$ cat src/rtl/core/etf_pkg.sv
// ----------------------------------------------------------------------------
// etf_pkg
// Shared types and constants for the escape-time fractal pixel block.
// ----------------------------------------------------------------------------
package etf_pkg;

  localparam int FRAC_BITS = 28;

  typedef enum logic [3:0] {
    ST_IDLE,
    ST_MAP,
    ST_CLAMP,
    ST_INIT,
    ST_SQ,
    ST_TEST,
    ST_UPD,
    ST_DIV,
    ST_PAL,
    ST_OUT
  } etf_state_t;

  localparam logic [2:0] REG_MODE    = 3'd0;
  localparam logic [2:0] REG_MAXIT   = 3'd1;
  localparam logic [2:0] REG_XSTART  = 3'd2;
  localparam logic [2:0] REG_YSTART  = 3'd3;
  localparam logic [2:0] REG_XSTEP   = 3'd4;
  localparam logic [2:0] REG_YSTEP   = 3'd5;
  localparam logic [2:0] REG_JRE     = 3'd6;
  localparam logic [2:0] REG_JIM     = 3'd7;

  localparam int PAL_STEPS = 8;

  typedef struct packed {
    logic map;
    logic clamp;
    logic init;
    logic sq;
    logic upd;
    logic div_start;
    logic div_step;
    logic pal_step;
    logic out_load;
  } etf_cmd_t;

  typedef struct packed {
    logic esc_big;
    logic esc_mag;
    logic iter_done;
    logic div_done;
    logic pal_done;
  } etf_status_t;

endpackage

$ cat src/rtl/core/etf_ctrl.sv
// ----------------------------------------------------------------------------
// etf_ctrl
// Sequencer: mapping, iteration loop, division, palette steps and output hand-off.
// ----------------------------------------------------------------------------
module etf_ctrl (
  input  logic                 clk,
  input  logic                 rst_n,
  input  logic                 in_valid,
  output logic                 in_stall,
  input  logic                 out_busy,
  input  logic                 out_stall,
  input  etf_pkg::etf_status_t sts,
  output etf_pkg::etf_cmd_t    cmd
);
  import etf_pkg::*;

  etf_state_t state_r, state_nxt;

  always_ff @(posedge clk) begin
    if (!rst_n) state_r <= ST_IDLE;
    else state_r <= state_nxt;
  end

  always_comb begin
    state_nxt = state_r;
    case (state_r)
      ST_IDLE:  if (in_valid) state_nxt = ST_MAP;
      ST_MAP:   state_nxt = ST_CLAMP;
      ST_CLAMP: state_nxt = ST_INIT;
      ST_INIT:  state_nxt = ST_SQ;
      ST_SQ: begin
        if (sts.iter_done || sts.esc_big) state_nxt = ST_DIV;
        else state_nxt = ST_TEST;
      end
      ST_TEST:  state_nxt = sts.esc_mag ? ST_DIV : ST_UPD;
      ST_UPD:   state_nxt = ST_SQ;
      ST_DIV:   if (sts.div_done) state_nxt = ST_PAL;
      ST_PAL:   if (sts.pal_done) state_nxt = ST_OUT;
      ST_OUT:   if (!out_busy || !out_stall) state_nxt = ST_IDLE;
      default:  state_nxt = ST_IDLE;
    endcase
  end

  always_comb begin
    cmd = '0;
    in_stall = (state_r != ST_IDLE);
    case (state_r)
      ST_IDLE:  cmd.map = in_valid;
      ST_MAP:   cmd.clamp = 1'b1;
      ST_CLAMP: cmd.init = 1'b1;
      ST_INIT:  cmd.sq = 1'b1;
      ST_SQ: begin
        if (sts.iter_done || sts.esc_big) cmd.div_start = 1'b1;
      end
      ST_TEST: begin
        if (sts.esc_mag) cmd.div_start = 1'b1;
        else cmd.upd = 1'b1;
      end
      ST_UPD:   cmd.sq = 1'b1;
      ST_DIV:   cmd.div_step = 1'b1;
      ST_PAL:   cmd.pal_step = 1'b1;
      ST_OUT:   cmd.out_load = !out_busy || !out_stall;
      default:  cmd = '0;
    endcase
  end
endmodule

$ cat config.mk
export PLATFORM = sky130hd
export DESIGN_NAME = etf_ctrl
export DESIGN_NICKNAME = d
export VERILOG_FILES = /design/src/rtl/core/etf_pkg.sv /design/src/rtl/core/etf_ctrl.sv
export SDC_FILE = /design/constraint.sdc
export NUM_CORES = 1
export LEC_CHECK = 0
export BUFFER_PORTS_ARGS = -buffer_cell sky130_fd_sc_hd__buf_2
export CORE_AREA = 2 2 39 41
export DETAILED_ROUTE_END_ITERATION = 8
export DIE_AREA = 0 0 41 43
export PLACE_DENSITY = 0.65
export REMOVE_ABC_BUFFERS = 1
export SETUP_SLACK_MARGIN = 0.3
export SLEW_MARGIN = 25
export SYNTH_ARGS = -nofsm -noshare
export SYNTH_HDL_FRONTEND = slang
export SYNTH_SLANG_ARGS = --single-unit
$ cat constraint.sdc
create_clock -name clk -period 2.7 [get_ports clk]
set_clock_uncertainty 0.2 [all_clocks]
set_input_delay 0.135 -clock clk [delete_from_list [all_inputs] [get_ports clk]]
set_output_delay 0.135 -clock clk [all_outputs]
set_load 0.02 [all_outputs]
==> summary.md, run 1 <==
| Metric | Value |
|---|---|
| DIE AREA | 1760 um^2 |
| CP Launch Point | state_r[2] |
| Sequential area share after synthesis | 20.6% |
| Hold WS | 0.0653 ns |
| Root Buffer | clkbuf_4 |
| Initial antenna violation count | 0 |
| Post-Syn Instances | 51 |
| Pins over their slew limit | 0 |
| Die Height | 43 um |
| Period utilization | 67.6% |
| YS warnings | 0 |
| Crit-path cells | or2b_1, nor3_1, buf_2 |
| Num ports | 20 |
| DRT Wirelength | 951 um |
| # rows | 14 |
| Run status | finished clean |
| Pleak | 0.219 nW |
| Drt first pass iters | 4 |
| Critical path type | flop to output pin |
| Reg-to-Reg End | state_r[3] |
| Rel. slew slack | 68.8% |
| Synth cell types | 25 |
| First-pass GRT wire length | 1.64 mm |
| Residual DRC count | 0 |
| FMAX | 548 MHz |
| Skew-Pair Late Insertion Delay | 0.23 ns |
| I/O Buffers | 19 |
| Vias per cell | 5.08 |
| H-tree Lvls | 1 |
| Vias in the first global route | 411 |
| Number of flip-flops under the largest register name | 4 |
| PD cells | 561 nW/um^2 |
| Hold Fails Final Rpt | 0 |
| Final setup TNS | 0 ns |
| CTS Hold Bufs | 1 |
| Die width | 41 um |
| Critical path depth | 3 |
| Post-synthesis instance area | 389 um^2 |
| GPL Wtd Cong | 0.749 |
| Largest regs | state_r: 4 flops |
| Max-Cap Viols | 0 |
| Reg2reg path depth | 4 |
| Routed length per instance | 11.1 um |
| R2R setup slack | 1.13 ns |
| N_diodes | 0 |
| Post-synth EDFFs | 0 |
| Vias | 437 |
| CP Capture Point | cmd[4] |
| IR drop worst, VDD | 0.184 mV |
| Tmin final | 1.82 ns |
| CP max stage cell | dfxtp_1 |
| Biggest cell delay along the critical path | 0.60 ns |
| HP Class | input pin to flop |
| GRT overflow | 0 |
| Post-layout net count | 82 |
| # setup viols final | 0 |
| Initial core utilization | 28.1% |
| Maximum clock insertion buffer count | 2 |
| Max FO, Critical Path | 12 |
| Total GRT Usage | 13.8% |
| Clock sink count | 4 |
| Area Overhead vs Synth | 28.3% |
| Largest register by flop count | state_r |
| Detailed Route Iter0 Violations | 6 |
| Average size of a mapped cell | 7.63 um^2 |
| Startpoint types | flop |
| Clk pin slew, worst setup/hold paths | 0.04 ns |
| Delay-heaviest family, CP | flip-flops |
| CTS tree | done |
| #FFs+latches synth | 4 |
| Post-CTS Setup Inserts | 0 |
| CP Capture Type | output pin |
| RSZ-0062 raised after global routing | no |
| Critical Path AT | 1.49 ns |
| Top FF cell, synth | dfxtp_1 |
| Slew @ Worst Pin | 0.468 ns |
| Total CTS buffers | 3 |
| Fillers | 159 |
| Reg-to-reg critical path startpoint | state_r[0] |
| Post-cts resize count | 0 |
| Crit path buf inv count | 1 |
| Share of post-route cells with drive strength above 1 | 38.6% |
| Post-Route Utilization | 36.1% |
| Detailed-placement wirelength estimate | 724 um |
| Required time of the critical path | 2.37 ns |
| Core region area | 1380 um^2 |
| Share of flip-flops with an asynchronous set or reset | 0% |
| Largest net degree at the start of global routing | 14 |
| Final ANT Viol Nets | 0 |
## routing by layer
metal  vias up  global-route usage [%]  wire [um]  part of all wire (%)
li1        223                       -          -                     -
met1       200                    15.4        403                    42
met2        12                    21.6        489                    51
met3         2                    1.57         43                   4.5
met4         0                    12.0         14                   1.5
met5         -                       0          0                     0
## cell usage after synthesis, types with 2 or more instances
library cell,count,area (um^2)
nor2_1,6,22.5
dfxtp_1,4,80.1
buf_4,2,15.0
buf_6,2,22.5
nor3b_1,2,15.0
a21oi_1,5,25.0
nor3_1,4,20.0
o21ai_0,3,15.0
mux2i_1,2,20.0
nand2_1,6,22.5
## tightest hold or removal path, stage by stage
cell,delay (ns)
buf_2,0.10
a221oi_1,0.07
o21ai_0,0.15
## how the worst min path moves through the flow
stage | cells after the start | end | start | slack [ns]
after floorplan | 2 | state_r[0] | rst_n | 0.04
after global placement | 3 | state_r[0] | rst_n | 0.21
after detailed placement | 3 | state_r[0] | rst_n | 0.22
after CTS | 3 | state_r[2] | sts[1] | 0.06
after global routing | 3 | state_r[2] | sts[1] | 0.08
final | 3 | state_r[0] | sts[3] | 0.07
## cell families after synthesis
| group | Yosys count | synth area share [%] |
|---|---|---|
| AO/OA/AOI/OAI | 11 | 18.3 |
| XOR/XNOR | 1 | 2.25 |
| buffers and inverters | 5 | 10.6 |
| flip-flops | 4 | 20.6 |
| multiplexers | 2 | 5.14 |
| AND/OR/NAND/NOR | 28 | 43.1 |
## stage by stage
step | area (um^2) | setup slack, ns | cells | total power (W)
floorplan | 352 | 1.10 | 47 | 0.000167
global placement | 467 | 1.15 | 82 | 0.000203
detailed placement | 467 | 1.12 | 82 | 0.000206
CTS | 499 | 0.854 | 86 | 0.000287
global route | 499 | 0.783 | 86 | 0.000306
finish | 499 | 0.876 | 86 | 0.000280
## cells in the final DEF, fill, tap and decap left out, drive strengths merged, types with 2 or more instances in the layout
cell type | synthesis | layout
a21oi | 5 | 5
clkbuf | 0 | 3
nor3b | 2 | 2
nand2b | 2 | 2
o21ai | 3 | 3
dfxtp | 4 | 4
nand2 | 7 | 7
nor3 | 5 | 5
nor2 | 6 | 6
mux2i | 2 | 2
buf | 4 | 19
## power breakdown
group | switching (W) | internal, W
Combinational | 0.0000619 | 0.0000488
Sequential | 0.0000273 | 0.0000670
Clock | 0.0000253 | 0.0000498
## cell type report
| cell class | count | area [um^2] | share of cell area (%) |
|---|---|---|---|
| Timing Repair Buffer | 20 | 105 | 21.1 |
| Clock buffer | 3 | 22.5 | 4.51 |
| Inverter | 1 | 3.75 | 0.752 |
| Sequential cell | 4 | 80.1 | 16.0 |
| Multi-Input combinational cell | 42 | 268 | 53.6 |
| Tap cell | 16 | 20.0 | 4.01 |
Power figures use the tool's default switching activity.
==> run 2, diff against run 1 <==
--- a/config.mk
+++ b/config.mk
@@ -9,7 +9,7 @@
 export CORE_AREA = 2 2 39 41
 export DETAILED_ROUTE_END_ITERATION = 8
 export DIE_AREA = 0 0 41 43
-export PLACE_DENSITY = 0.65
+export PLACE_DENSITY = 0.67
 export REMOVE_ABC_BUFFERS = 1
 export SETUP_SLACK_MARGIN = 0.3
 export SLEW_MARGIN = 25
==> constraint.sdc (replaced) <==
create_clock -name clk -period 1.6 [get_ports clk]
set_clock_uncertainty 0.2 [all_clocks]
set_input_delay 0.08 -clock clk [delete_from_list [all_inputs] [get_ports clk]]
set_output_delay 0.08 -clock clk [all_outputs]
set_load 0.02 [all_outputs]
==> summary.md, run 2 (same netlist as run 1, synthesis figures left out) <==
| Metric | Value |
|---|---|
| Run status | finished clean |
| CP max stage cell | dfxtp_4 |
| Die Height | 43 um |
| Initial core utilization | 28.1% |
| Core region area | 1380 um^2 |
| Tmin final | 1.51 ns |
| Vias per cell | 5.32 |
| Most frequent cells in the layout | 14 x buf_2, 12 x buf_4, 6 x nand2_1, 6 x buf_6 |
| Clock sink count | 4 |
| Required time of the critical path | 1.32 ns |
| GPL Wtd Cong | 0.835 |
| Non-Filler Instances | 100 |
| DRT Wirelength | 1.39 mm |
| Total GRT Usage | 17.3% |
| RSZ-0062 raised after global routing | yes |
| Max-Cap Viols | 0 |
| Rel. slew slack | 79.7% |
| Hold Path Stages | 3 |
| Crit-path cells | or2b_4, nor3_1, buf_2 |
| Root Buffer | clkbuf_4 |
| Drt first pass iters | 5 |
| CTS tree | done |
| Residual DRC count | 0 |
| Clk pin slew, worst setup/hold paths | 0.04 ns |
| CP Capture Type | output pin |
| Most common cell after layout, fill and taps aside | buf_2 |
| Detailed Route Iter0 Violations | 11 |
| Number of flip-flops under the largest register name | 4 |
| Die width | 41 um |
| # rows | 14 |
| Post-layout net count | 96 |
| Largest net degree at the start of global routing | 11 |
| DP Cell Count | 86 |
| Initial antenna violation count | 0 |
| Period utilization | 94.7% |
| Hold Fails Final Rpt | 0 |
| Critical path type | flop to output pin |
| Reg-to-reg critical path startpoint | state_r[1] |
| Fillers | 122 |
| DIE AREA | 1760 um^2 |
| Largest register by flop count | state_r |
| Pleak | 0.330 nW |
| Slew @ Worst Pin | 0.304 ns |
| Detailed-placement wirelength estimate | 762 um |
| # setup viols final | 0 |
| Share of post-route cells with drive strength above 1 | 67.9% |
| Num ports | 20 |
| HP Class | input pin to flop |
| N_diodes | 0 |
| Vias in the first global route | 499 |
| GRT overflow | 0 |
| HP Start | sts[1] |
| Maximum clock insertion buffer count | 2 |
| Final setup TNS | 0 ns |
| Total CTS buffers | 3 |
| Max FO, Critical Path | 6 |
| Crit path buf inv count | 1 |
| WHS Endpoint | state_r[2] |
| Largest regs | state_r: 4 flops |
| Startpoint types | flop |
| Critical Path AT | 1.23 ns |
| I/O Buffers | 19 |
| Area Overhead vs Synth | 94.5% |
| Delay-heaviest family, CP | simple AND/OR/NAND/NOR gates |
| First-pass GRT wire length | 2.09 mm |
| Footprint of the multi-input gates | 368 um^2 |
| Skew-Pair Late Insertion Delay | 0.24 ns |
| Reg-to-Reg End | state_r[3] |
| Routed length per instance | 13.9 um |
| Final ANT Viol Nets | 0 |
| FMAX | 660 MHz |
| Register area | 95.1 um^2 |
| Pins over their slew limit | 0 |
| R2R setup slack | 0.19 ns |
| H-tree Lvls | 1 |
| PD cells | 845 nW/um^2 |
| IR drop worst, VDD | 0.490 mV |
| Biggest cell delay along the critical path | 0.38 ns |
| Vias | 532 |
| Reg2reg path depth | 5 |
-- run 2: cell count changes in the layout (fill, tap and decap cells not counted), sizes merged --
| cell | previous run | this run |
|---|---|---|
| buf | 19 | 32 |
| dlygate4sd3 | 1 | 2 |
-- run 2: worst min-delay path, cell delays in order --
cell and delay, ns:
buf_2 0.13, nand4_1 0.09, nor4bb_1 0.12
-- run 2: area by class of cell --
| class | count | area share (%) |
|---|---|---|
| multi-input cells | 42 | 48.6 |
| clock buffers | 3 | 2.98 |
| inverters | 1 | 0.496 |
| flip-flops and latches | 4 | 12.6 |
| repair buffers | 34 | 32.7 |
| well taps | 16 | 2.64 |
-- run 2: worst max-delay path by stage --
| stage | startpoint | end | slack [ns] | depth (start not counted) |
|---|---|---|---|---|
| floorplan | state_r[3] | state_r[3] | 0.03 | 3 |
| global placement | state_r[1] | state_r[0] | 0.11 | 4 |
| detailed placement | state_r[3] | state_r[3] | 0.13 | 4 |
| CTS | state_r[0] | cmd[5] | 0.10 | 4 |
| global route | state_r[0] | cmd[3] | 0.06 | 5 |
| finish | state_r[2] | cmd[3] | 0.09 | 3 |
-- run 2: metal layers --
layer	vias to the layer above	GRT usage [%]	part of all wire (%)	wire length (um)
li1	250	-	-	-
met5	-	0	0	0
met4	0	12.0	6.5	90
met2	28	26.9	54	753
met3	11	6.28	5.7	79
met1	243	18.1	34	468
-- run 2: per-stage QoR --
step	setup slack, ns	power (W)	utilization, %	area (um^2)	hold WS, ns
2_1_floorplan	0.0301	0.000282	-	352	-0.0114
3_3_place_gp	0.114	0.000361	35.9	497	0.184
3_5_place_dp	0.129	0.000362	35.9	497	0.178
4_1_cts	0.100	0.000592	49.6	687	0.00234
5_1_grt	0.0558	0.000675	54.7	757	0.0440
6_report	0.0853	0.000639	54.7	757	0.0206
-- run 2: power breakdown --
part / switching (W) / internal (W) / total [W] / leakage, nW
Clock: 0.0000456 / 0.0000842 / 0.000130 / 0.0138
Combinational: 0.000179 / 0.000183 / 0.000362 / 0.281
Sequential: 0.0000307 / 0.000116 / 0.000147 / 0.0356
-- run 2: timing repair --
item,4_1_cts,5_1_grt
hold buffers,2,0
pin swaps,6,4
endpoints found under the setup margin,13,13
resized for setup,25,13
endpoints found under the hold margin,4,0
buffers inserted,9,0
==> run 3, diff against run 2 <==
--- a/config.mk
+++ b/config.mk
@@ -5,11 +5,12 @@
 export SDC_FILE = /design/constraint.sdc
 export NUM_CORES = 1
 export LEC_CHECK = 0
+export ABC_AREA = 1
 export BUFFER_PORTS_ARGS = -buffer_cell sky130_fd_sc_hd__buf_2
 export CORE_AREA = 2 2 39 41
 export DETAILED_ROUTE_END_ITERATION = 8
 export DIE_AREA = 0 0 41 43
-export PLACE_DENSITY = 0.67
+export PLACE_DENSITY = 0.64
 export REMOVE_ABC_BUFFERS = 1
 export SETUP_SLACK_MARGIN = 0.3
 export SLEW_MARGIN = 25
==> summary.md, run 3 <==
| Metric | Value |
|---|---|
| Count leader, synth | nand2_1 |
| IR drop worst, VDD | 0.516 mV |
| Period utilization | 91.6% |
| Pins over their slew limit | 0 |
| Post-synth EDFFs | 0 |
| Residual DRC count | 0 |
| Most common cell after layout, fill and taps aside | buf_2 |
| Num ports | 20 |
| Final instance area | 651 um^2 |
| Detailed Route Iter0 Violations | 3 |
| Pleak | 0.365 nW |
| H-tree Lvls | 1 |
| Slew @ Worst Pin | 0.247 ns |
| Die width | 41 um |
| Sequential area share after synthesis | 22.1% |
| Total CTS buffers | 3 |
| Pint | 0.000508 W |
| Setup ws final | 0.135 ns |
| Power share of the clock group | 11.9% |
| HP Start | sts[0] |
| # setup viols final | 0 |
| Post-synth top cells | 10 x nand2_1, 8 x inv_1, 8 x nand3_1 |
| Skew-Pair Late Insertion Delay | 0.23 ns |
| DIE AREA | 1760 um^2 |
| DP Worst Slack | 0.217 ns |
| GPL Wtd Cong | 0.775 |
| Largest net degree at the start of global routing | 8 |
| Vias in the first global route | 463 |
| FMAX | 682 MHz |
| DRT Wirelength | 1.08 mm |
| Share of post-route cells with drive strength above 1 | 58.2% |
| GRT overflow | 0 |
| PD cells | 1620 nW/um^2 |
| Final setup TNS | 0 ns |
| Initial antenna violation count | 0 |
| Dpl cell area | 478 um^2 |
| Clk pin slew, worst setup/hold paths | 0.04 ns |
| N_diodes | 0 |
| Core region area | 1380 um^2 |
| First-pass GRT wire length | 1.68 mm |
| CTS tree | done |
| Non-Filler Instances | 107 |
| Required time of the critical path | 1.52 ns |
| Most frequent cells in the layout | 12 x buf_2, 11 x buf_4, 10 x nand2_1 |
| HP Class | input pin to flop |
| Hold Path Stages | 7 |
| Reg-to-Reg End | state_r[3] |
| Largest regs | state_r: 4 flops |
| P_sw | 0.000547 W |
| Largest cells by area after synthesis | dfxtp_1 22%, nor2_2 12%, nand3_1 11% |
| DP Cell Count | 95 |
| Post-Syn Instances | 60 |
| WHS Endpoint | state_r[0] |
| Tmin final | 1.47 ns |
| Rel. slew slack | 83.4% |
| Initial core utilization | 26.2% |
| Flop pwr share | 24.0% |
| Synth cell types | 18 |
| CP Capture Type | flop |
| Area Overhead vs Synth | 79.3% |
| Detailed-placement wirelength estimate | 745 um |
| Hold Fails Final Rpt | 0 |
| Critical Path AT | 1.39 ns |
| Vias per cell | 4.58 |
| Vias | 490 |
| Post-synthesis instance area | 363 um^2 |
| YS warnings | 0 |
| Run status | finished clean |
| I/O Buffers | 19 |
| Share of flip-flops with an asynchronous set or reset | 0% |
| Hold WS | 0.123 ns |
| Number of flip-flops under the largest register name | 4 |
| Final ANT Viol Nets | 0 |
| Max-Cap Viols | 0 |
| Startpoint types | flop |
| Switch share | 51.8% |
| Die Height | 43 um |
| Clock sink count | 4 |
| Reg-to-reg critical path startpoint | state_r[2] |
| Reg2reg path depth | 9 |
| Max FO, Critical Path | 5 |
| # rows | 14 |
| Top FF cell, synth | dfxtp_1 |
| Maximum clock insertion buffer count | 2 |
| Largest register by flop count | state_r |
| Drt first pass iters | 4 |
| Average size of a mapped cell | 6.05 um^2 |
| Total GRT Usage | 14.2% |
| Post-layout net count | 103 |
| RSZ-0062 raised after global routing | yes |
| Root Buffer | clkbuf_4 |
| Critical path type | flop to flop |
| Combinational power share | 64.1% |
| Post-synth top area share | 22.1% |
| Routed length per instance | 10.1 um |
| #FFs+latches synth | 4 |
| R2R setup slack | 0.13 ns |
| Synth area leader | dfxtp_1 |
==> run 3: cell types whose count changed after synthesis, sizes merged, moves of 2 or more <==
cell and delta:
inv +11, nand3 +9, nor2 +7, nand2 +6
nor3 -5, buf -4, a21oi -3, mux2i -2
nand2b -2, nor3b -2, nor4 +2, o21ai -2
==> run 3: final cells by class <==
cell class / instances / area [um^2]
fill: 137 / 733
multi-input combinational: 43 / 267
timing repair buffer: 28 / 196
sequential: 4 / 92.6
inverter: 13 / 52.6
clock buffer: 3 / 22.5
tap: 16 / 20.0
==> run 3: what timing repair did <==
action / in CTS / in global routing
hold buffers: 2 / 0
hold endpoints to repair: 4 / 0
resized for setup: 21 / 4
endpoints found under the setup margin: 13 / 14
buffers inserted: 7 / 0
pin swaps: 9 / 3
==> run 3: metrics by stage <==
step                utilization, %  power [W]
floorplan                        -   0.000634
global placement              34.5   0.000783
detailed placement            34.5   0.000785
CTS                           46.0    0.00103
global route                  47.0    0.00114
finish                        47.0    0.00106
==> run 3: logic make-up (layout without fill, tap and decap cells) <==
kind of cell / count (synthesis) / count (layout) / synth area share, %
simple gates: 38 / 38 / 56.2
buf+inv: 13 / 44 / 13.8
flops: 4 / 4 / 22.1
compound gates: 5 / 5 / 7.93
==> run 3: how the worst max path moves through the flow <==
| stage | startpoint | endpoint | cells after the start |
|---|---|---|---|
| 2_1_floorplan | state_r[2] | cmd[4] | 4 |
| 3_3_place_gp | state_r[1] | state_r[3] | 7 |
| 3_5_place_dp | state_r[3] | state_r[1] | 7 |
| 4_1_cts | state_r[2] | cmd[4] | 5 |
| 5_1_grt | state_r[2] | state_r[3] | 9 |
| 6_report | state_r[2] | state_r[3] | 9 |
==> run 3: critical path, cell delays in order, from the launching register on <==
cell and delay, ns:
dfxtp_4 0.37, inv_4 0.04, nor2_4 0.14, buf_4 0.14, buf_4 0.09, nand3_2 0.09
nand2_2 0.09, nor2_2 0.04, nor2_1 0.10, nor2_2 0.05
==> run 3: power by group through the flow <==
stage	clock (W)	sequential (W)	combinational, W
floorplan	0	0.000205	0.000429
global placement	0	0.000219	0.000565
detailed placement	0	0.000219	0.000565
CTS	0.000130	0.000251	0.000649
global route	0.000135	0.000263	0.000747
finish	0.000126	0.000253	0.000677
==> run 3: metal layers <==
metal  vias up  track usage [%]  wire (um)  share of wire (%)
met5         -                0          0                  0
met4         0             12.7         48                4.5
met3         6             2.09         47                4.4
met2        18             24.4        566                 53
met1       216             12.9        414                 38
li1        250                -          -                  -
